### src/sv/assert_macros.svh
// ----------------------------------------------------------------------------
// assert_macros.svh
// shared concurrent assertion macros
// ----------------------------------------------------------------------------
`ifndef ASSERT_MACROS_SVH
`define ASSERT_MACROS_SVH

// clocked property, disabled while reset is high
`define ASSERT_CLK(label, clk, rst, prop, msg) \
   label: assert property (@(posedge clk) disable iff (rst) (prop)) else $error(msg);

// clocked property, checked during reset as well
`define ASSERT_ALWAYS(label, clk, prop, msg) \
   label: assert property (@(posedge clk) (prop)) else $error(msg);

`endif

### src/sv/rfbt_pkg.sv
// ----------------------------------------------------------------------------
// rfbt_pkg
// types and constants for the rfb client stream tap
// ----------------------------------------------------------------------------
package rfbt_pkg;

   typedef enum logic [2:0] {
      PH_VERSION    = 3'd0,
      PH_SECURITY   = 3'd1,
      PH_CLIENTINIT = 3'd2,
      PH_IDLE       = 3'd3,
      PH_HEADER     = 3'd4,
      PH_BODY       = 3'd5
   } phase_type;

   localparam logic [7:0] MSG_PIXEL_FORMAT = 8'd0;
   localparam logic [7:0] MSG_ENCODINGS    = 8'd2;
   localparam logic [7:0] MSG_UPDATE       = 8'd3;
   localparam logic [7:0] MSG_KEY          = 8'd4;
   localparam logic [7:0] MSG_POINTER      = 8'd5;
   localparam logic [7:0] MSG_CUT_TEXT     = 8'd6;

   localparam logic [1:0] KIND_POINTER     = 2'd0;
   localparam logic [1:0] KIND_UNKNOWN     = 2'd1;
   localparam logic [1:0] KIND_BAD_VERSION = 2'd2;

   localparam logic [3:0] VERSION_LAST     = 4'd11;
   localparam logic [3:0] MINOR_FIRST      = 4'd8;
   localparam logic [3:0] MINOR_LAST       = 4'd10;
   localparam logic [9:0] MINOR_SECURITY   = 10'd7;
   localparam logic [7:0] ASCII_ZERO       = 8'h30;
   localparam logic [7:0] ASCII_NINE       = 8'h39;

   localparam logic [33:0] BODY_PIXEL_FORMAT = 34'd19;
   localparam logic [33:0] BODY_UPDATE       = 34'd9;
   localparam logic [33:0] BODY_KEY          = 34'd7;

   typedef struct packed {
      phase_type   phase;
      logic        tap_active;
      logic [3:0]  phase_idx;
      logic [9:0]  minor;
      logic        digits_ok;
      logic [7:0]  msg_type;
      logic [3:0]  msg_idx;
      logic [31:0] len_acc;
      logic [33:0] remaining;
      logic [7:0]  held_buttons;
      logic [15:0] held_x;
   } state_type;

   localparam state_type STATE_RESET = '{
      phase:        PH_VERSION,
      tap_active:   1'b1,
      phase_idx:    4'd0,
      minor:        10'd0,
      digits_ok:    1'b1,
      msg_type:     8'd0,
      msg_idx:      4'd0,
      len_acc:      32'd0,
      remaining:    34'd0,
      held_buttons: 8'd0,
      held_x:       16'd0
   };

   typedef struct packed {
      logic        valid;
      logic [1:0]  kind;
      logic [7:0]  button_mask;
      logic [15:0] pointer_x;
      logic [15:0] pointer_y;
      logic [7:0]  bad_type;
   } result_type;

endpackage

### src/sv/rfbt_step.sv
// ----------------------------------------------------------------------------
// rfbt_step
// per-byte parser step: next tap state and the result of one item
// ----------------------------------------------------------------------------
module rfbt_step (
   input  rfbt_pkg::state_type  cur,
   input  logic                 cmd,
   input  logic [7:0]           data_byte,
   output rfbt_pkg::state_type  nxt,
   output rfbt_pkg::result_type res
);
   import rfbt_pkg::*;

   function automatic state_type start_body(state_type s, logic [33:0] n);
      state_type r;
      r = s;
      r.remaining = n;
      r.phase = (n == 34'd0) ? PH_IDLE : PH_BODY;
      return r;
   endfunction

   logic        is_digit;
   logic [9:0]  minor_next;
   logic [31:0] acc_shift;
   logic [33:0] rem_dec;

   assign is_digit   = (data_byte >= ASCII_ZERO) && (data_byte <= ASCII_NINE);
   assign minor_next = (cur.minor << 3) + (cur.minor << 1)
                     + {2'b00, data_byte - ASCII_ZERO};
   assign acc_shift  = {cur.len_acc[23:0], data_byte};
   assign rem_dec    = (cur.remaining != 34'd0) ? cur.remaining - 34'd1 : cur.remaining;

   // next state
   always_comb begin
      nxt = cur;
      if (cmd) begin
         nxt = STATE_RESET;
      end else if (cur.tap_active) begin
         case (cur.phase)
            PH_VERSION: begin
               if (cur.phase_idx >= MINOR_FIRST && cur.phase_idx <= MINOR_LAST) begin
                  if (is_digit) begin
                     nxt.minor = minor_next;
                  end else begin
                     nxt.digits_ok = 1'b0;
                  end
               end
               if (cur.phase_idx >= VERSION_LAST) begin
                  nxt.phase_idx = 4'd0;
                  if (!cur.digits_ok) begin
                     nxt.tap_active = 1'b0;
                  end else begin
                     nxt.phase = (cur.minor >= MINOR_SECURITY) ? PH_SECURITY : PH_CLIENTINIT;
                  end
               end else begin
                  nxt.phase_idx = cur.phase_idx + 4'd1;
               end
            end
            PH_SECURITY: begin
               nxt.phase = PH_CLIENTINIT;
            end
            PH_CLIENTINIT: begin
               nxt.phase = PH_IDLE;
            end
            PH_IDLE: begin
               nxt.msg_type = data_byte;
               nxt.msg_idx  = 4'd1;
               nxt.len_acc  = 32'd0;
               case (data_byte)
                  MSG_PIXEL_FORMAT: nxt = start_body(nxt, BODY_PIXEL_FORMAT);
                  MSG_UPDATE:       nxt = start_body(nxt, BODY_UPDATE);
                  MSG_KEY:          nxt = start_body(nxt, BODY_KEY);
                  MSG_ENCODINGS, MSG_POINTER, MSG_CUT_TEXT: nxt.phase = PH_HEADER;
                  default:          nxt.tap_active = 1'b0;
               endcase
            end
            PH_HEADER: begin
               nxt.msg_idx = cur.msg_idx + 4'd1;
               if (cur.msg_type == MSG_POINTER) begin
                  case (cur.msg_idx)
                     4'd1:    nxt.held_buttons = data_byte;
                     4'd2:    nxt.held_x = {data_byte, 8'h00};
                     4'd3:    nxt.held_x = cur.held_x | {8'h00, data_byte};
                     4'd4:    nxt.len_acc = {24'd0, data_byte};
                     default: nxt.phase = PH_IDLE;
                  endcase
               end else if (cur.msg_type == MSG_ENCODINGS) begin
                  if (cur.msg_idx == 4'd2) begin
                     nxt.len_acc = {24'd0, data_byte};
                  end else if (cur.msg_idx >= 4'd3) begin
                     nxt = start_body(nxt, {16'd0, cur.len_acc[7:0], data_byte, 2'b00});
                  end
               end else if (cur.msg_idx >= 4'd4) begin
                  nxt.len_acc = acc_shift;
                  if (cur.msg_idx >= 4'd7) begin
                     nxt = start_body(nxt, {2'b00, acc_shift});
                  end
               end
            end
            PH_BODY: begin
               nxt.remaining = rem_dec;
               if (rem_dec == 34'd0) begin
                  nxt.phase = PH_IDLE;
               end
            end
            default: begin
               nxt.phase = PH_IDLE;
            end
         endcase
      end
   end

   // result
   always_comb begin
      res = '0;
      if (!cmd && cur.tap_active) begin
         case (cur.phase)
            PH_VERSION: begin
               if (cur.phase_idx >= VERSION_LAST && !cur.digits_ok) begin
                  res.valid = 1'b1;
                  res.kind  = KIND_BAD_VERSION;
               end
            end
            PH_IDLE: begin
               if (!(data_byte inside {MSG_PIXEL_FORMAT, MSG_ENCODINGS, MSG_UPDATE,
                                       MSG_KEY, MSG_POINTER, MSG_CUT_TEXT})) begin
                  res.valid    = 1'b1;
                  res.kind     = KIND_UNKNOWN;
                  res.bad_type = data_byte;
               end
            end
            PH_HEADER: begin
               if (cur.msg_type == MSG_POINTER && !(cur.msg_idx inside {[4'd1:4'd4]})) begin
                  res.valid       = 1'b1;
                  res.kind        = KIND_POINTER;
                  res.button_mask = cur.held_buttons;
                  res.pointer_x   = cur.held_x;
                  res.pointer_y   = {cur.len_acc[7:0], data_byte};
               end
            end
            default: begin
               res = '0;
            end
         endcase
      end
   end

endmodule

### src/sv/rfb_client_stream_tap_top.sv
// ----------------------------------------------------------------------------
// rfb_client_stream_tap_top
// client-to-server rfb stream tap reporting pointer events and stop causes
// ----------------------------------------------------------------------------
// usage
//   req channel: one item per client byte (req_cmd 0) or a restart for a new
//   connection (req_cmd 1). taken when req_valid is high and req_stall low.
//   rsp channel: at most one item per request item, in order: a pointer
//   event (kind 0), an unknown message type (kind 1) or a bad version (kind 2).
//   a request item is taken into the input register, and its result goes
//   through the parser step into the result register, which drives rsp.
//   throughput: one item per cycle unless rsp_stall holds a waiting result,
//   set by the combinational parser step between the two registers.
//   reset: synchronous, active high; the parser returns to the version phase
//   with the tap active and both registers empty.
//   when rsp_stall is high with a result waiting, the input register still
//   fills; req_stall rises once it holds an item that cannot move on.
// ----------------------------------------------------------------------------
module rfb_client_stream_tap_top (
   input  logic        clock,
   input  logic        reset,
   input  logic        req_valid,
   output logic        req_stall,
   input  logic        req_cmd,
   input  logic [7:0]  req_data_byte,
   output logic        rsp_valid,
   input  logic        rsp_stall,
   output logic [1:0]  rsp_kind,
   output logic [7:0]  rsp_button_mask,
   output logic [15:0] rsp_pointer_x,
   output logic [15:0] rsp_pointer_y,
   output logic [7:0]  rsp_bad_type
);
   import rfbt_pkg::*;

   `include "assert_macros.svh"

   logic       in_valid_ff, in_valid_in;
   logic       in_cmd_ff;
   logic [7:0] in_byte_ff;

   state_type  state_ff, state_in;
   state_type  step_nxt;
   result_type step_res;
   result_type rsp_ff, rsp_in;

   logic out_free;
   logic advance;
   logic req_take;

   rfbt_step u_step (
      .cur       (state_ff),
      .cmd       (in_cmd_ff),
      .data_byte (in_byte_ff),
      .nxt       (step_nxt),
      .res       (step_res)
   );

   assign out_free  = !rsp_ff.valid || !rsp_stall;
   assign advance   = in_valid_ff && out_free;
   assign req_stall = in_valid_ff && !out_free;
   assign req_take  = req_valid && !req_stall;

   assign in_valid_in = req_take || (in_valid_ff && !advance);
   assign state_in    = advance ? step_nxt : state_ff;

   always_comb begin
      rsp_in = rsp_ff;
      if (out_free) begin
         rsp_in       = step_res;
         rsp_in.valid = advance && step_res.valid;
      end
   end

   always_ff @(posedge clock) begin
      if (reset) begin
         in_valid_ff <= 1'b0;
         state_ff    <= STATE_RESET;
         rsp_ff      <= '0;
      end else begin
         in_valid_ff <= in_valid_in;
         state_ff    <= state_in;
         rsp_ff      <= rsp_in;
      end
   end

   always_ff @(posedge clock) begin
      if (req_take) begin
         in_cmd_ff  <= req_cmd;
         in_byte_ff <= req_data_byte;
      end
   end

   assign rsp_valid       = rsp_ff.valid;
   assign rsp_kind        = rsp_ff.kind;
   assign rsp_button_mask = rsp_ff.button_mask;
   assign rsp_pointer_x   = rsp_ff.pointer_x;
   assign rsp_pointer_y   = rsp_ff.pointer_y;
   assign rsp_bad_type    = rsp_ff.bad_type;

   `ASSERT_CLK(a_stop_deactivates, clock, reset, advance && step_res.valid && step_res.kind != KIND_POINTER |=> !state_ff.tap_active, "stop result without tap deactivation")
   `ASSERT_CLK(a_inactive_silent, clock, reset, in_valid_ff && !in_cmd_ff && !state_ff.tap_active |-> !step_res.valid, "result from inactive tap")
   `ASSERT_CLK(a_restart_clears, clock, reset, advance && in_cmd_ff |=> state_ff.phase == PH_VERSION && state_ff.tap_active && state_ff.phase_idx == 4'd0, "restart did not reset parser")
   `ASSERT_ALWAYS(a_stall_needs_item, clock, req_stall |-> in_valid_ff, "req_stall with empty input register")

endmodule

### config.mk
export PLATFORM = sky130hd
export DESIGN_NAME = rfb_client_stream_tap_top
export DESIGN_NICKNAME = d
export VERILOG_FILES = /design/src/sv/rfbt_pkg.sv /design/src/sv/rfbt_step.sv /design/src/sv/rfb_client_stream_tap_top.sv
export VERILOG_INCLUDE_DIRS = /design/src /design/src/sv
export SDC_FILE = /design/constraint.sdc
export NUM_CORES = 1
export LEC_CHECK = 0
export BUFFER_PORTS_ARGS = -buffer_cell sky130_fd_sc_hd__buf_2
export CAP_MARGIN = 20
export CELL_PAD_IN_SITES_DETAIL_PLACEMENT = 1
export CELL_PAD_IN_SITES_GLOBAL_PLACEMENT = 2
export CORE_ASPECT_RATIO = 0.9
export CORE_MARGIN = 5
export CORE_UTILIZATION = 38
export CTS_CLUSTER_SIZE = 14
export DETAILED_ROUTE_END_ITERATION = 10
export PLACE_DENSITY_LB_ADDON = 0.15
export SLEW_MARGIN = 20
export SYNTH_ARGS = -nofsm -noshare
export SYNTH_HDL_FRONTEND = slang
export SYNTH_HIERARCHICAL = 1
export SYNTH_SLANG_ARGS = --single-unit
### constraint.sdc
create_clock -name clock -period 4.2 [get_ports clock]
set_input_delay 0.84 -clock clock [delete_from_list [all_inputs] [get_ports clock]]
set_output_delay 0.84 -clock clock [all_outputs]
set_load 0.1 [all_outputs]
Yosys cells after proc, flatten, opt, wreduce, memory -nomap -nowiden
Cells that the tools add are included.

Output and inout bits: 52. Word-level logic and storage cells: 172. Input bits: 13. Flip-flop bits (word level): 174.

Multiplexer cells: 46. $lt $le $gt $ge: 11. Equality and inequality tests: 35. Bitwise gates (word level): 1. Reduce and logical (&&, ||, !) cells: 53. Add/sub/neg operators: 6.

Operators with widths (count): two-way mux 121 bit (6); case mux 58 bit (3 select lines) (1); case mux 34 bit (3 select lines) (1); two-way mux 32 bit (3); case mux 44 bit (2 select lines) (1); two-way mux 34 bit (2); two-way mux 58 bit (1); two-way mux 51 bit (1); case mux 16 bit (3 select lines) (1); case mux 24 bit (2 select lines) (1); two-way mux 43 bit (1); two-way mux 40 bit (1); zero test 34 bit (1); nonzero test 34 bit (1); subtractor 34 x 1 -> 34 bit, second input constant (1); == test 8 x 3 -> 1 bit, second input constant (4); zero test 32 bit (1); case mux 16 bit (2 select lines) (1); two-way mux 31 bit (1); two-way mux 28 bit (1); == test 8 x 2 -> 1 bit, second input constant (3); two-way mux 24 bit (1); two-way mux 3 bit (8); two-way mux 8 bit (3); 55 further kinds (106).

Longest topological paths before layout
Depth after elaboration: 9. Mapped depth: 16. Gate-level depth less buffers: 15.

Cells and area by module
Netlist, hierarchy kept.

Modules (own cells, without submodules): rfb_client_stream_tap_top (area each 7815.0 sq um, times used 1, cells each 770); rfbt_step (area each 5306.3 sq um, times used 1, cells each 907).

Worst setup path after synthesis
OpenSTA, ideal clock, no wires.

Path kind: flip-flop to output port. Start point: register rsp_ff, in the netlist rsp_valid. End point: output req_stall. Required time: 3360 ps. Stages on the path, launching flop included: 5. Arrival time: 2203 ps. Slack: 1157 ps. Path through: dfxtp_1 buf_2 buf_2 nand3_1 inv_1.

Cells in the longest elaborated chain, start to end: 4.

RTL lines: start: declaration (line rfb_client_stream_tap_top.sv:45) `result_type rsp_ff, rsp_in;`; start signal: assignment (line rfb_client_stream_tap_top.sv:83) `rsp_ff <= rsp_in;`; zero test 1 bit (line rfb_client_stream_tap_top.sv:59) `assign out_free = !rsp_ff.valid || !rsp_stall;`; logical OR 1 bit (line rfb_client_stream_tap_top.sv:59); zero test 1 bit (line rfb_client_stream_tap_top.sv:61) `assign req_stall = in_valid_ff && !out_free;`; logical AND 1 bit (line rfb_client_stream_tap_top.sv:61); end: declaration (line rfb_client_stream_tap_top.sv:23) `output logic req_stall,`.

No other way between the ends.

Final worst setup path
Start point: register state_ff[24] (netlist bit). End point: register state_ff[119] (netlist bit).

Cells in the longest elaborated chain, start to end: 5. Elaborated cells between the ends (all ways): 6. Classes of those cells: add/sub: 1; eq/ne: 1; mux: 1; reduce/logical: 3.

RTL lines: start: declaration (line rfb_client_stream_tap_top.sv:42) `state_type state_ff, state_in;`; start signal: assignment (line rfb_client_stream_tap_top.sv:82) `state_ff <= state_in;`; subtractor 34 x 1 -> 34 bit / nonzero test 34 bit (equally long branches) (line rfbt_step.sv:31) `assign rem_dec = (cur.remaining != 34'd0) ? cur.remaining - 34'd1 : cur.remaining;`; two-way mux 34 bit (*) (line rfbt_step.sv:31); zero test 34 bit (*) (line rfbt_step.sv:102) `if (rem_dec == 34'd0) begin`; != test 3 x 2 -> 1 bit (no line) (*); AND reduction 11 bit (no line) (*).

Mark *: on every way between the ends. The rest lies on a longest branch, timed or not. A chain may end at the register's enable or synchronous reset.

==> results_dict.tcl <==
set metrics [dict create \
    rows 63 \
    cp-start-kind "flip-flop" \
    drive_gt1_frac 0.131 \
    cts_root_buf "clkbuf_16" \
    intPower_mw 2.62 \
    die_area_mm2 0.0370 \
    fin_crit_ns 3.72 \
    worstSetupPathType "flip-flop to flip-flop" \
    drv_cap 0 \
    min_period_over_period 0.885 \
    grt_pass1_vias 11800 \
    initial_core_util 0.384 \
    grt_antenna_before_repair 0 \
    antenna_cells 0 \
    switching_share 0.282 \
    drc 0 \
    cp_top_family "simple AND/OR/NAND/NOR gates" \
    worst_pin_slew_ns 1.17 \
    core_mm2 0.0329 \
    first_iter_violations 729 \
    grt-ovfl-total 0 \
    ant_nets 0 \
    worst_setup_path_end_kind "flip-flop" \
    finClkSkew_ns 0.0182 \
    synthCells 1617 \
    fin_cells 2028 \
    setup_violations 0 \
    drv_slew 0 \
    rsz0062_at_grt "false" \
    gp_congestion 0.905 \
    grt_max_degree 158 \
    clock_sink_count 174 \
    clock_latency_ns 0.46 \
    min_from "rsp_button_mask[2]$_SDFFE_PP0P_" \
    fmax_mhz 269 \
    pwr-share-clk 0.464 \
    vias_per_cell 5.76 \
    holdCritPathClass "flip-flop to flip-flop" \
    status "finished clean" \
    dieHeight_um 183 \
    areaGrowthSynthToFinish_pct 8.87 \
    wirelength_um 42400 \
    postCtsSetupRepairBufs 0 \
    wl_per_cell_um 20.9 \
    dpl-instance-area_mm2 0.0132 \
    cts_buffer_depth 2 \
    r2r-start "state_ff[24]$_SDFFE_PP0P_" \
    p_seq_frac 0.466 \
    rr_endpoint "state_ff[119]$_SDFFE_PP0P_" \
    slowest_delay_ns 0.65 \
    io_pins 65 \
    syn-num-nets 1656 \
    vias 11700 \
    rr_worst_depth 12 \
    fin_area_mm2 0.0137 \
    cp_slowest_cell "nor3_4" \
    die_x_um 202 \
    p_sw_mw 1.03 \
    cp.arrival_ns 4.09 \
    detailed_place_hpwl_um 28300 \
    p_leak_nw 4.96 \
    syn_area_per_cell_um2 7.81 \
    clk_pin_slew_ns 0.08 \
    yosys_warnings 6 \
    synth_area_mm2 0.0126 \
    cp.buffers_inverters 1 \
    hold_buffers 0 \
    htree_levels 4 \
    finalNetCount 1632 \
    power.total_mw 3.64 \
    worstHoldEndpoint "rsp_button_mask[2]$_SDFFE_PP0P_" \
    dp_cells 1996 \
    finalHoldViolCount 0 \
    hold_depth 2 \
    crit_chain "inv_1, ha_1, nor4b_4, nand4_4, nor3_4, o21ai_1, a2111oi_2, nand3_1, nor4b_2, a22o_1, nand2b_1, mux2i_1" \
    rrSetupSlack_ns 0.48 \
    powerDensity_mw_per_mm2 265 \
    max-slew-margin-rel 0.215 \
    combPwrFrac 0.071 \
    cts_resized 0 \
    path_max_fanout 17 \
    required_ns 4.57 \
    peakVddDrop_v 0.000240 \
    grt_usage 0.229 \
    port_buffers 64 \
    first_pass_iters 7 \
    cts_tree "done" \
    totalNegativeSetupSlack_ns 0 \
    numCtsBuffers 17 \
    grt_first_pass_wirelength_um 68700 \
]
## how the worst max path moves through the flow
stage	startpoint	end	slack (ns)	cells past startpoint
final	state_ff[24]$_SDFFE_PP0P_	state_ff[119]$_SDFFE_PP0P_	0.48	12
after global routing	state_ff[24]$_SDFFE_PP0P_	state_ff[119]$_SDFFE_PP0P_	0.20	12
after CTS	state_ff[24]$_SDFFE_PP0P_	state_ff[119]$_SDFFE_PP0P_	0.53	12
after detailed placement	state_ff[24]$_SDFFE_PP0P_	state_ff[119]$_SDFFE_PP0P_	0.55	12
after global placement	state_ff[24]$_SDFFE_PP0P_	state_ff[120]$_SDFFE_PP0P_	0.71	12
after floorplan	rsp_valid$_SDFFE_PP0P_	req_stall	1.16	4
## through the flow
step | util | setup WS (ns) | hold slack [ns]
3_5_place_dp | 0.400 | 0.548 | 0.468
4_1_cts | 0.418 | 0.533 | 0.480
3_3_place_gp | 0.400 | 0.710 | 0.457
5_1_grt | 0.418 | 0.203 | 0.501
2_1_floorplan | - | 1.16 | 0.445
6_report | 0.418 | 0.482 | 0.479
## cells in the final DEF, fill, tap and decap left out, types with 5 or more instances in the layout
master and instances:
and3_1 7, a22oi_1 30, buf_2 62, nor2b_1 9, buf_4 32, dfxtp_1 164, a21oi_1 135, a222oi_1 15
fa_1 6, mux2i_1 124, nand2b_1 230, o21ai_1 5, a221oi_1 7, nor2_1 125, inv_6 6, edfxtp_1 9
inv_1 40, a211oi_1 7, and2_1 50, nand3_1 78, nor4_1 18, o31ai_1 5, xor2_1 8, nand4_1 7
a21o_1 8, o211ai_1 11, nand2_1 110, ha_1 20, a21bo_2 50, clkbuf_16 17, a31oi_1 7, o21a_1 5
xnor2_1 15, nor3_1 33, or3_1 9, o21ai_0 55
## per-layer routing
metal / vias up / GRT usage / wire [um]
li1: 5615 / - / -
met1: 5783 / 0.321 / 20600
met2: 242 / 0.369 / 19300
met3: 42 / 0.0350 / 1660
met4: 0 / 0.0611 / 878
met5: - / 0 / 0
## worst min-delay path, stage by stage, from the launching register on
cell	delay, ns
dfxtp_1	0.31
nand3_1	0.07
a21oi_1	0.05
## layout make-up
type,instances,area [um2]
fillers,3987,19100
inverters,40,150
well taps,422,528
multi-input cells,1263,8300
flip-flops and latches,174,3580
repair buffers,97,602
clock buffers,17,425
clock inverters,15,166
## registers in the layout, summed over array words and instances, names as in the netlist
name             cells
in_byte_ff           8
in_cmd_ff            1
in_valid_ff          1
rsp_bad_type         8
rsp_button_mask      8
rsp_kind             2
rsp_pointer_x       16
rsp_pointer_y       16
rsp_valid            1
state_ff           113
## power groups by stage
stage                     combinational (mW)  clock [mW]  sequential, mW
after global placement                 0.256           0            1.74
final                                  0.257        1.69            1.70
after CTS                              0.259        1.74            1.70
after detailed placement               0.259           0            1.74
after floorplan                        0.197           0            1.72
after global routing                   0.277        1.81            1.70
Note: power is estimated with default switching activity, not from simulation.
